`config.mk`:
```
export PLATFORM = sky130hd
export DESIGN_NAME = stack_machine_execute_flat
export DESIGN_NICKNAME = d
export VERILOG_FILES = /design/src/rtl/core/smx_pkg.sv /design/src/rtl/core/smx_if.sv /design/src/rtl/core/smx_alu.sv /design/src/rtl/core/stack_machine_execute.sv /design/src/flat_wrapper.sv
export SDC_FILE = /design/constraint.sdc
export NUM_CORES = 2
export LEC_CHECK = 0
export ABC_AREA = 1
export BUFFER_PORTS_ARGS = -buffer_cell sky130_fd_sc_hd__buf_2
export CAP_MARGIN = 20
export CORE_ASPECT_RATIO = 0.6
export CORE_MARGIN = 8
export CORE_UTILIZATION = 39
export CTS_CLUSTER_DIAMETER = 100
export CTS_CLUSTER_SIZE = 10
export DETAILED_ROUTE_END_ITERATION = 10
export GPL_ROUTABILITY_DRIVEN = 0
export HOLD_SLACK_MARGIN = 0.02
export SYNTH_ARGS = -nofsm -noshare
export SYNTH_HDL_FRONTEND = slang
export SYNTH_HIERARCHICAL = 1
export SYNTH_SLANG_ARGS = --single-unit
```
`constraint.sdc`:
```
create_clock -name clk -period 11.3 [get_ports clk]
set_clock_uncertainty 0.15 [all_clocks]
set_input_delay 3.39 -clock clk [delete_from_list [all_inputs] [get_ports clk]]
set_output_delay 3.39 -clock clk [all_outputs]
set_load 0.05 [all_outputs]
```
`src/rtl/core/smx_pkg.sv`:
```
`timescale 1ns / 1ps

package smx_pkg;

    localparam int STACK_DEPTH = 16;
    localparam int ADDR_W      = $clog2(STACK_DEPTH);
    localparam int SP_W        = $clog2(STACK_DEPTH + 1);
    localparam int DATA_W      = 32;
    localparam int DEPTH_W     = 5;
    localparam int KIND_W      = 3;
    localparam int SEL_W       = 2;
    localparam int STATUS_W    = 3;
    localparam int NUM_REGS    = 3;
    localparam int CNT_W       = $clog2(DATA_W);

    typedef enum logic [KIND_W-1:0] {
        KIND_HALT     = 3'd0,
        KIND_PUSH_IMM = 3'd1,
        KIND_PUSH_REG = 3'd2,
        KIND_POP_REG  = 3'd3,
        KIND_POP_DROP = 3'd4,
        KIND_ADD      = 3'd5,
        KIND_SUB      = 3'd6,
        KIND_DIV      = 3'd7
    } kind_t;

    typedef enum logic [STATUS_W-1:0] {
        ST_OK    = 3'd0,
        ST_UNDER = 3'd1,
        ST_OVER  = 3'd2,
        ST_DIVZ  = 3'd3,
        ST_HALT  = 3'd4
    } status_t;

    typedef enum logic [1:0] {
        ALU_ADD = 2'd0,
        ALU_SUB = 2'd1,
        ALU_DIV = 2'd2
    } alu_op_t;

    typedef struct packed {
        logic    start;
        alu_op_t op;
    } alu_req_t;

    typedef struct packed {
        logic              done;
        logic [DATA_W-1:0] result;
    } alu_rsp_t;

endpackage

```
`src/rtl/core/smx_if.sv`:
```
`timescale 1ns / 1ps

interface smx_cmd_if import smx_pkg::*; ();
    logic                     valid;
    logic                     ready;
    logic [KIND_W-1:0]        kind;
    logic [SEL_W-1:0]         reg_sel;
    logic signed [DATA_W-1:0] immediate;

    modport source (output valid, kind, reg_sel, immediate, input ready);
    modport sink   (input valid, kind, reg_sel, immediate, output ready);
endinterface

interface smx_rsp_if import smx_pkg::*; ();
    logic                     valid;
    logic                     ready;
    logic signed [DATA_W-1:0] top_value;
    logic [DEPTH_W-1:0]       stack_depth;
    logic [STATUS_W-1:0]      status;

    modport source (output valid, top_value, stack_depth, status, input ready);
    modport sink   (input valid, top_value, stack_depth, status, output ready);
endinterface

```
`src/rtl/core/smx_alu.sv`:
```
`timescale 1ns / 1ps

module smx_alu import smx_pkg::*; (
    input  logic              clk,
    input  logic              rst_n,
    input  alu_req_t          req,
    input  logic [DATA_W-1:0] top,
    input  logic [DATA_W-1:0] next,
    output alu_rsp_t          rsp
);

    typedef enum logic [1:0] {
        A_IDLE,
        A_DIV,
        A_FIX
    } alu_state_t;

    alu_state_t        state_reg;
    logic [DATA_W-1:0] rem_reg;
    logic [DATA_W-1:0] quo_reg;
    logic [DATA_W-1:0] den_reg;
    logic              neg_reg;
    logic [CNT_W-1:0]  cnt_reg;
    logic [DATA_W-1:0] res_reg;
    logic              done_reg;

    logic [DATA_W:0]   add_a;
    logic [DATA_W:0]   add_b;
    logic              add_sub;
    logic [DATA_W:0]   sum;

    // one shared adder: add, subtract, trial subtract, final negate
    always_comb
    begin
        add_a   = {1'b0, next};
        add_b   = {1'b0, top};
        add_sub = 1'b0;
        unique case (state_reg)
            A_IDLE:
            begin
                add_sub = (req.op == ALU_SUB);
            end
            A_DIV:
            begin
                add_a   = {rem_reg, quo_reg[DATA_W-1]};
                add_b   = {1'b0, den_reg};
                add_sub = 1'b1;
            end
            A_FIX:
            begin
                add_a   = '0;
                add_b   = {1'b0, quo_reg};
                add_sub = 1'b1;
            end
            default:
            begin
                add_sub = 1'b0;
            end
        endcase
        sum = add_a + (add_sub ? ~add_b : add_b) + {{DATA_W{1'b0}}, add_sub};
    end

    always_ff @(posedge clk or negedge rst_n)
    begin
        if (!rst_n)
        begin
            state_reg <= A_IDLE;
            done_reg  <= 1'b0;
        end
        else
        begin
            unique case (state_reg)
                A_IDLE:
                begin
                    done_reg <= req.start && (req.op != ALU_DIV);
                    if (req.start)
                    begin
                        if (req.op == ALU_DIV)
                        begin
                            rem_reg   <= '0;
                            quo_reg   <= top[DATA_W-1] ? (~top + 1'b1) : top;
                            den_reg   <= next[DATA_W-1] ? (~next + 1'b1) : next;
                            neg_reg   <= top[DATA_W-1] ^ next[DATA_W-1];
                            cnt_reg   <= '0;
                            state_reg <= A_DIV;
                        end
                        else
                        begin
                            res_reg <= sum[DATA_W-1:0];
                        end
                    end
                end
                A_DIV:
                begin
                    done_reg <= 1'b0;
                    if (!sum[DATA_W])
                    begin
                        rem_reg <= sum[DATA_W-1:0];
                    end
                    else
                    begin
                        rem_reg <= {rem_reg[DATA_W-2:0], quo_reg[DATA_W-1]};
                    end
                    quo_reg <= {quo_reg[DATA_W-2:0], ~sum[DATA_W]};
                    cnt_reg <= cnt_reg + 1'b1;
                    if (cnt_reg == CNT_W'(DATA_W - 1))
                    begin
                        state_reg <= A_FIX;
                    end
                end
                A_FIX:
                begin
                    res_reg   <= neg_reg ? sum[DATA_W-1:0] : quo_reg;
                    done_reg  <= 1'b1;
                    state_reg <= A_IDLE;
                end
                default:
                begin
                    done_reg  <= 1'b0;
                    state_reg <= A_IDLE;
                end
            endcase
        end
    end

    assign rsp.done   = done_reg;
    assign rsp.result = res_reg;

endmodule

```
`src/rtl/core/stack_machine_execute.sv`:
```
`timescale 1ns / 1ps

// Channel | Dir | Payload                              | Handshake
// cmd     | in  | kind, reg_sel, immediate             | valid/ready
// rsp     | out | top_value, stack_depth, status       | valid/ready
//
// Push, pop and halt finish in the execute state; add and sub also pass through
// the ALU and write-back states. Divide runs 32 restoring steps through the
// shared adder in the ALU, plus operand setup, sign fixup and write-back.
// One request at a time; cmd is ready only when the sequencer is idle.
// A finished result sits in the output register; if it has not been taken,
// the next result holds in the sequencer until it is. Reset clears the stack
// pointer, the general registers and the halted flag.

module stack_machine_execute import smx_pkg::*; (
    input logic      clk,
    input logic      rst_n,
    smx_cmd_if.sink  cmd,
    smx_rsp_if.source rsp
);

    typedef enum logic [1:0] {
        S_IDLE,
        S_EXEC,
        S_ALU,
        S_WB
    } seq_state_t;

    seq_state_t               state_reg;
    kind_t                    kind_reg;
    logic [SEL_W-1:0]         sel_reg;
    logic [DATA_W-1:0]        imm_reg;
    logic [SP_W-1:0]          sp_reg;
    logic                     halted_reg;
    logic [DATA_W-1:0]        gp_reg [NUM_REGS];
    logic [DATA_W-1:0]        top_rd_reg;
    logic [DATA_W-1:0]        next_rd_reg;

    logic                     rsp_valid_reg;
    logic [DATA_W-1:0]        rsp_top_reg;
    logic [DEPTH_W-1:0]       rsp_depth_reg;
    status_t                  rsp_status_reg;

    logic [DATA_W-1:0]        stack_mem [STACK_DEPTH];

    logic                     cmd_fire;
    logic                     out_free;
    logic [ADDR_W-1:0]        addr_top;
    logic [ADDR_W-1:0]        addr_next;

    logic                     commit;
    logic                     go_alu;
    status_t                  st_next;
    logic [SP_W-1:0]          sp_next;
    logic [DATA_W-1:0]        top_next;
    logic                     mem_we;
    logic [ADDR_W-1:0]        mem_waddr;
    logic [DATA_W-1:0]        mem_wdata;
    logic                     gp_we;
    logic                     halt_set;
    logic [DATA_W-1:0]        push_val;

    alu_req_t                 alu_req;
    alu_rsp_t                 alu_rsp;

    assign cmd.ready = (state_reg == S_IDLE);
    assign cmd_fire  = cmd.valid && cmd.ready;
    assign out_free  = !rsp_valid_reg || rsp.ready;
    assign addr_top  = sp_reg[ADDR_W-1:0] - ADDR_W'(1);
    assign addr_next = sp_reg[ADDR_W-1:0] - ADDR_W'(2);

    assign push_val = (kind_reg == KIND_PUSH_REG)
                    ? ((sel_reg < SEL_W'(NUM_REGS)) ? gp_reg[sel_reg] : '0)
                    : imm_reg;

    smx_alu u_alu (
        .clk   (clk),
        .rst_n (rst_n),
        .req   (alu_req),
        .top   (top_rd_reg),
        .next  (next_rd_reg),
        .rsp   (alu_rsp)
    );

    always_comb
    begin
        commit    = 1'b0;
        go_alu    = 1'b0;
        st_next   = ST_OK;
        sp_next   = sp_reg;
        top_next  = (sp_reg != '0) ? top_rd_reg : '0;
        mem_we    = 1'b0;
        mem_waddr = sp_reg[ADDR_W-1:0];
        mem_wdata = push_val;
        gp_we     = 1'b0;
        halt_set  = 1'b0;
        alu_req.op = ALU_ADD;

        unique case (kind_reg)
            KIND_SUB: alu_req.op = ALU_SUB;
            KIND_DIV: alu_req.op = ALU_DIV;
            default:  alu_req.op = ALU_ADD;
        endcase

        if (state_reg == S_EXEC)
        begin
            commit = 1'b1;
            if (halted_reg)
            begin
                st_next = ST_HALT;
            end
            else
            begin
                unique case (kind_reg)
                    KIND_HALT:
                    begin
                        halt_set = 1'b1;
                        st_next  = ST_HALT;
                    end
                    KIND_PUSH_IMM, KIND_PUSH_REG:
                    begin
                        if (sp_reg == SP_W'(STACK_DEPTH))
                        begin
                            st_next = ST_OVER;
                        end
                        else
                        begin
                            mem_we   = 1'b1;
                            sp_next  = sp_reg + 1'b1;
                            top_next = push_val;
                        end
                    end
                    KIND_POP_REG, KIND_POP_DROP:
                    begin
                        if (sp_reg == '0)
                        begin
                            st_next = ST_UNDER;
                        end
                        else
                        begin
                            sp_next  = sp_reg - 1'b1;
                            gp_we    = (kind_reg == KIND_POP_REG)
                                    && (sel_reg < SEL_W'(NUM_REGS));
                            top_next = (sp_reg >= SP_W'(2)) ? next_rd_reg : '0;
                        end
                    end
                    KIND_ADD, KIND_SUB, KIND_DIV:
                    begin
                        if (sp_reg < SP_W'(2))
                        begin
                            st_next = ST_UNDER;
                        end
                        else if (kind_reg == KIND_DIV && next_rd_reg == '0)
                        begin
                            st_next = ST_DIVZ;
                        end
                        else
                        begin
                            commit = 1'b0;
                            go_alu = 1'b1;
                        end
                    end
                    default:
                    begin
                        st_next = ST_OK;
                    end
                endcase
            end
        end
        else if (state_reg == S_WB)
        begin
            commit    = 1'b1;
            mem_we    = 1'b1;
            mem_waddr = addr_next;
            mem_wdata = alu_rsp.result;
            sp_next   = sp_reg - 1'b1;
            top_next  = alu_rsp.result;
        end

        alu_req.start = go_alu;
    end

    always_ff @(posedge clk)
    begin
        if (cmd_fire)
        begin
            top_rd_reg  <= stack_mem[addr_top];
            next_rd_reg <= stack_mem[addr_next];
        end
        if (mem_we && commit && out_free)
        begin
            stack_mem[mem_waddr] <= mem_wdata;
        end
    end

    always_ff @(posedge clk)
    begin
        if (cmd_fire)
        begin
            kind_reg <= kind_t'(cmd.kind);
            sel_reg  <= cmd.reg_sel;
            imm_reg  <= cmd.immediate;
        end
        if (commit && out_free)
        begin
            rsp_top_reg    <= top_next;
            rsp_depth_reg  <= DEPTH_W'(sp_next);
            rsp_status_reg <= st_next;
        end
    end

    always_ff @(posedge clk or negedge rst_n)
    begin
        if (!rst_n)
        begin
            state_reg     <= S_IDLE;
            sp_reg        <= '0;
            halted_reg    <= 1'b0;
            rsp_valid_reg <= 1'b0;
            for (int i = 0; i < NUM_REGS; i++)
            begin
                gp_reg[i] <= '0;
            end
        end
        else
        begin
            if (commit && out_free)
            begin
                rsp_valid_reg <= 1'b1;
                sp_reg        <= sp_next;
                state_reg     <= S_IDLE;
                if (halt_set)
                begin
                    halted_reg <= 1'b1;
                end
                if (gp_we)
                begin
                    gp_reg[sel_reg] <= top_rd_reg;
                end
            end
            else
            begin
                if (rsp.ready)
                begin
                    rsp_valid_reg <= 1'b0;
                end
                unique case (state_reg)
                    S_IDLE:
                    begin
                        if (cmd_fire)
                        begin
                            state_reg <= S_EXEC;
                        end
                    end
                    S_EXEC:
                    begin
                        if (go_alu)
                        begin
                            state_reg <= S_ALU;
                        end
                    end
                    S_ALU:
                    begin
                        if (alu_rsp.done)
                        begin
                            state_reg <= S_WB;
                        end
                    end
                    S_WB:
                    begin
                        state_reg <= S_WB;
                    end
                    default:
                    begin
                        state_reg <= S_IDLE;
                    end
                endcase
            end
        end
    end

    assign rsp.valid       = rsp_valid_reg;
    assign rsp.top_value   = rsp_top_reg;
    assign rsp.stack_depth = rsp_depth_reg;
    assign rsp.status      = rsp_status_reg;

endmodule

```
`src/flat_wrapper.sv`:
```
// flat-port wrapper written by rule: the top's interface ports become plain ports
module stack_machine_execute_flat import smx_pkg::*;
  (clk, rst_n, cmd_valid, cmd_kind, cmd_reg_sel, cmd_immediate, cmd_ready, rsp_valid, rsp_top_value, rsp_stack_depth, rsp_status, rsp_ready);
  smx_cmd_if cmd_i ();
  smx_rsp_if rsp_i ();
  input logic clk;
  input logic rst_n;
  input wire logic [$bits(cmd_i.valid)-1:0] cmd_valid;
  input wire logic [$bits(cmd_i.kind)-1:0] cmd_kind;
  input wire logic [$bits(cmd_i.reg_sel)-1:0] cmd_reg_sel;
  input wire logic [$bits(cmd_i.immediate)-1:0] cmd_immediate;
  output wire logic [$bits(cmd_i.ready)-1:0] cmd_ready;
  output wire logic [$bits(rsp_i.valid)-1:0] rsp_valid;
  output wire logic [$bits(rsp_i.top_value)-1:0] rsp_top_value;
  output wire logic [$bits(rsp_i.stack_depth)-1:0] rsp_stack_depth;
  output wire logic [$bits(rsp_i.status)-1:0] rsp_status;
  input wire logic [$bits(rsp_i.ready)-1:0] rsp_ready;
  assign cmd_i.valid = cmd_valid;
  assign cmd_i.kind = cmd_kind;
  assign cmd_i.reg_sel = cmd_reg_sel;
  assign cmd_i.immediate = cmd_immediate;
  assign cmd_ready = cmd_i.ready;
  assign rsp_valid = rsp_i.valid;
  assign rsp_top_value = rsp_i.top_value;
  assign rsp_stack_depth = rsp_i.stack_depth;
  assign rsp_status = rsp_i.status;
  assign rsp_i.ready = rsp_ready;
  stack_machine_execute u_core (.clk(clk), .rst_n(rst_n), .cmd(cmd_i), .rsp(rsp_i));
endmodule
```
After elaboration in Yosys (flattened, before gate mapping):

Memories as Yosys holds them, arrays and structs flattened. A register that Yosys moved wholly into a read port is not among the register bits.
Cells that the tools add are included.

* register bits: 319
* memory bits (writable): 512
* input port bits: 41
* logic and storage cells: 189
* memories kept: 1

Memories
* u_core.stack_mem: depth 16, bits a word 32, rd ports 2, clocked after Yosys merged registers in 2, write ports 1, RTL line stack_machine_execute.sv:44 `logic [DATA_W-1:0] stack_mem [STACK_DEPTH];`

* $add $sub $neg: 9
* magnitude comparators: 5
* eq/ne operators: 24
* multiplexer cells: 89
* bitwise logic cells: 7
* reductions and logical operators: 31

Operator list (number)
* $mux 32: 23
* $pmux 32 s2: 5
* $bwmux 96: 1
* $pmux 33 s2: 1
* $add 32x1->32 const B: 2
* $bmux 32 s2: 1
* $demux 32 s2: 1
* $not 32->32: 2
* $mux 5: 7
* $add 33x1->33: 1
* $add 33x33->33: 1
* $mux 33: 1
* $not 33->33: 1
* $logic_not 32->1: 1
* $mux 31: 1
* $mux 1: 27
* $pmux 5 s2: 2
* $mux 2: 9
* $eq 3x3->1 const B: 4
* $pmux 3 s4: 1
* $reduce_and 4->1: 3
* $add 5x1->5 const B: 2
* $eq 5x5->1 const B: 2
* $eq 2x2->1 const B: 4
* 35 further kinds: 62

Depth between registers and ports, before layout:

* word-level depth: 11
* mapped depth: 23
* gate-level depth less buffers: 22

By module:

The synthesis kept the hierarchy.

Modules (own cells, without submodules)
* stack_machine_execute: instances 1, cells each 3850, area an instance 36831.6 sq um
* smx_alu: instances 1, cells each 1282, area an instance 10228.6 sq um

Least setup slack after synthesis:

OpenSTA, ideal clock, no wires.

* path type: input -> register
* from: input port cmd_valid
* to: register u_core.imm_reg[0] (enable)
* setup time: 563 ps
* data arrival time: 7674 ps
* data required time: 10587 ps
* slack: 2913 ps
* cell stages on the path: 2
* path buffers: 0
* cells stage by stage: nand2_1 nor2_1

* cells in the longest elaborated chain, start to end: 1

Ends and longest elaborated chain
* start: declaration: RTL line flat_wrapper.sv:8 `input wire logic [$bits(cmd_i.valid)-1:0] cmd_valid;`
* $logic_and 1x1->1: RTL line stack_machine_execute.sv:67 `assign cmd_fire = cmd.valid && cmd.ready;`
* named net u_core.cmd_fire: RTL line stack_machine_execute.sv:46 `logic cmd_fire;`
* end signal: assignment: RTL line stack_machine_execute.sv:202 `imm_reg <= cmd.immediate;`
* end: declaration: RTL line stack_machine_execute.sv:32 `logic [DATA_W-1:0] imm_reg;`

The timed path passes the listed nets, and every way through them passes these cells.
A chain may end at the register's enable or synchronous reset.

Worst setup path in the final report:

* from: register u_core.sp_reg[1]
* to: memory u_core.stack_mem[10][14] (enable)

* cells in the longest elaborated chain, start to end: 9

Ends and longest elaborated chain
* start: declaration: RTL line stack_machine_execute.sv:33 `logic [SP_W-1:0] sp_reg;`
* start signal: assignment: RTL line stack_machine_execute.sv:230 `sp_reg <= sp_next;`
* $lt 5x2->1 / $eq 5x5->1 (equally long branches): RTL line stack_machine_execute.sv:149, stack_machine_execute.sv:122
* $mux 1, on equally long branches: RTL line stack_machine_execute.sv:149, stack_machine_execute.sv:122
* $mux 1: RTL line stack_machine_execute.sv:114 `unique case (kind_reg)`
* $mux 1: RTL line stack_machine_execute.sv:108 `if (halted_reg)`
* $mux 1: RTL line stack_machine_execute.sv:105 `if (state_reg == S_EXEC)`
* $logic_and 1x1->1 (2 in a row): RTL line stack_machine_execute.sv:190 `if (mem_we && commit && out_free)`
* $mux 1: RTL line stack_machine_execute.sv:190
* $mux 1 (not written as such): RTL line stack_machine_execute.sv:192 `stack_mem[mem_waddr] <= mem_wdata;`
* end: declaration: RTL line stack_machine_execute.sv:44

Several ways; a longest one is shown, not always the timed one.

==> run summary <==
### Run status
* **outcome** completed

### Final layout
* **fin nets** 5157
* **synth-to-layout area growth** 10.1%
* **final design instance area without fill** 0.0518 mm^2
* **fin cells** 6693
* **Largest register FFs** 512
* **footprint of the multi-input gates** 0.0176 mm^2
* **register area** 0.0263 mm^2
* **share of final-layout standard cells stronger than drive strength 1** 7.90%
* **layout filler cell count** 11400
* **utilization after layout** 43.4%

### Pwr
* **Internal Pwr Total** 5.14 mW
* **Sw Pwr** 1.34 mW
* **sequential share of power** 54.8%
* **power per cell area** 125 mW/mm^2
* **relative contribution of the clock network to total power** 44.9%
* **switching part of the total power** 20.7%
* **worst vdd rail ir drop** 0.105 mV
* **final total power** 6.48 mW
* **Comb pwr share** 0.3%
* **reported leakage power** 19.9 nW

### Routing
* **total wire length** 166000 um
* **Iter 0 DRT Violations** 6384
* **number of detailed-routing iterations run before antenna repair** 7
* **via-per-instance ratio** 5.90
* **DRC violation count after routing** 0
* **final antenna-violating net count** 0
* **Routed wire per std cell** 24.9 um
* **Via Count** 39500

### Worst hold path
* **Min-Delay Path Class** flip-flop to flip-flop
* **number of cells on the worst hold path** 2
* **end point of the most critical hold path** u_core/u_alu/quo_reg[8]
* **worst min-delay path startpoint** u_core/u_alu/quo_reg[7]

### Clock network
* **clock-pin slew of the registers on the worst-case setup and hold paths** 0.06 ns
* **clk buf depth** 3
* **H-tree levels** 3
* **insertion delay to the later sink of the worst-skew pair** 0.71 ns
* **post-cts sizing count** 0
* **TritonCTS clock tree** built
* **CTS Hold Bufs** 0
* **setup bufs post-CTS** 0
* **clock buffers created by TritonCTS** 99
* **root buffer selected by CTS** clkbuf_16
* **Sinks on Clock Net** 895

### Yosys
* **post-synthesis instance area** 0.0471 mm^2
* **count of unique library cells instantiated by Yosys** 55
* **per-instance average area after synthesis** 9.17 um^2
* **synthesis warning total** 6
* **Synth Flop Type** edfxtp_1
* **cells after synthesis** 5132
* **number of enable flip-flop cells after synthesis** 787
* **sequential-to-total area share from yosys stat** 56.0%
* **Area contributors post-synth** edfxtp_1 50%, o21ai_0 7.2%, nand2_1 7.1%, dfrtp_1 5.7%, inv_1 4.1%
* **total of flip-flops plus latches after synthesis** 895
* **proportion of register bits with asynchronous set or reset after synthesis** 12.1%
* **area share of the largest cell type after synthesis** 50.2%
* **largest area contributor in the synthesized netlist** edfxtp_1
* **net count of the mapped netlist** 5221

### Placement
* **Setup WS pre-CTS** 5.32 ns
* **final HPWL from detailed placement** 111000 um
* **Placed Instance Area** 0.0490 mm^2
* **instance count after placement with tap cells included** 6561
* **Port-buffer cells** 82

### Floorplanning
* **Die Outline Area** 0.132 mm^2
* **horizontal die dimension** 464 um
* **Std-Cell Rows** 98
* **I/O pin count** 83
* **height of the die** 285 um
* **Core Area** 0.119 mm^2
* **Initial Utilization** 39.4%

### Worst setup path
* **largest fanout on the critical path** 83
* **worst flop-to-flop path startpoint** u_core/sp_reg[1]
* **endpoint arrival time on the critical path** 5.79 ns
* **number of cells on the worst reg-to-reg path** 12
* **endpoint required time on the critical path** 11.49 ns
* **crit path launch type** flip-flop
* **CP Capture Type** flip-flop
* **Worst Setup Path Type** flip-flop to flip-flop
* **terminus of the critical flop-to-flop path** u_core/stack_mem[10][14]
* **worst reg2reg setup slack** 5.71 ns

### STA
* **Final Hold Violating Endpoints** 0
* **smallest setup slack after layout** 5.71 ns
* **tightest hold margin** 0.410 ns
* **Setup TNS Final** 0 ns
* **relative max-transition margin** 23.6%
* **final setup violation count** 0
* **unrepaired setup endpoints after global routing** no
* **part of the cycle the worst path needs** 49.5%
* **slew at the pin with the worst max-slew slack** 1.15 ns
* **final critical path time including I/O delays and setup** 5.59 ns
* **achievable clock frequency** 179 MHz
* **final number of max-transition violations** 0

### GRT
* **vias in the first global route** 34700
* **final global-route overflow total** 0
* **pin count of the biggest net entering global routing** 224
* **first-pass GRT wire length** 239000 um
* **aggregate global-route resource usage** 23.9%
* **number of antenna violations at the first check in global routing** 6

### Run
* **max-cap violations** 0

-- cell usage after synthesis, drive strengths merged, types with 5 or more instances --
cell type    n
a21o         6
nor3        17
o211ai     128
nor2       415
o21ai      735
o21bai     100
ha          47
nand2      911
xor2        87
nand3      328
o221ai      84
buf         55
clkbuf     279
o22ai      114
dfrtp      108
a21oi      331
xnor2       12
a31oi        6
edfxtp     787
inv        536
clkinv       5
nand4       12
-- logic make-up after synthesis --
| family | after synthesis | synth area share [%] |
|---|---|---|
| muxes | 2 | 0.0425 |
| AOI/OAI and AO/OA | 1516 | 18.6 |
| xor gates and xnor gates | 99 | 1.86 |
| adders and majority gates | 48 | 1.29 |
| DFF | 895 | 56.0 |
| buffers and inverters | 875 | 7.24 |
| and+or+nand+nor | 1697 | 15.0 |
-- metal layers --
metal	vias to the layer above	part of all wire (%)	global-route usage, %
li1	17700	-	-
met1	18800	44	37.0
met2	2669	38	30.2
met3	260	16	9.76
met4	6	2.3	5.99
met5	-	0.083	0.577
-- worst max-delay path by stage --
stage,startpoint,endpoint,depth (start not counted)
after floorplan,cmd_valid,u_core/imm_reg[0],2
after global placement,rsp_ready,u_core/stack_mem[14][14],5
after detailed placement,rsp_ready,u_core/stack_mem[6][23],5
after CTS,u_core/sp_reg[1],u_core/stack_mem[6][15],11
after global routing,u_core/sp_reg[1],u_core/stack_mem[10][26],12
final,u_core/sp_reg[1],u_core/stack_mem[10][14],12
-- worst max-delay path, cell delays in order (launching register included) --
cell,delay [ns]
dfrtp_2,0.33
buf_4,0.69
inv_6,0.47
ha_1,0.41
nor2_1,0.19
nor2_4,0.05
buf_4,0.31
inv_2,0.80
a21oi_1,0.27
inv_1,0.15
nand3_1,0.32
nor2_4,0.45
buf_4,0.53
-- power by group through the flow --
stage | combinational (mW) | clock, mW | sequential, mW
2_1_floorplan | 0.0000146 | 0 | 3.62
3_3_place_gp | 0.0177 | 0 | 3.62
3_5_place_dp | 0.0176 | 0 | 3.62
4_1_cts | 0.0179 | 2.95 | 3.55
5_1_grt | 0.0191 | 3.05 | 3.55
6_report | 0.0172 | 2.91 | 3.55
-- placed cells by master (no fill, tap or decap), types with 5 or more instances in the layout --
cell / synthesis / routed
a21o_1: 6 / 6
a21oi_1: 329 / 328
a31oi_1: 6 / 6
buf_12: 0 / 6
buf_2: 18 / 81
buf_4: 4 / 79
clkbuf_1: 279 / 15
clkbuf_16: 0 / 100
dfrtp_1: 108 / 106
edfxtp_1: 787 / 787
ha_1: 47 / 44
inv_1: 518 / 514
inv_2: 17 / 19
nand2_1: 895 / 894
nand2_2: 13 / 14
nand3_1: 323 / 323
nand3_2: 5 / 5
nand4_1: 12 / 12
nor2_1: 406 / 384
nor2_2: 6 / 6
nor2_4: 2 / 24
nor3_1: 15 / 15
o211ai_1: 128 / 128
o21ai_0: 673 / 664
o21ai_1: 39 / 43
o21ai_2: 23 / 28
o21bai_1: 99 / 99
o221ai_1: 84 / 84
o22ai_1: 114 / 114
xnor2_1: 12 / 11
xor2_1: 86 / 85
-- layout make-up --
cell class	instances	area share, %
Tap cell	1600	3.86
Timing Repair Buffer	169	2.24
Multi-Input combinational cell	3362	33.9
Clock buffer	115	4.94
Sequential cell	895	50.8
Antenna cell	4	0.0193
Clock inverter	7	0.229
Inverter	541	3.96
Note: power is estimated with default switching activity, not from simulation.
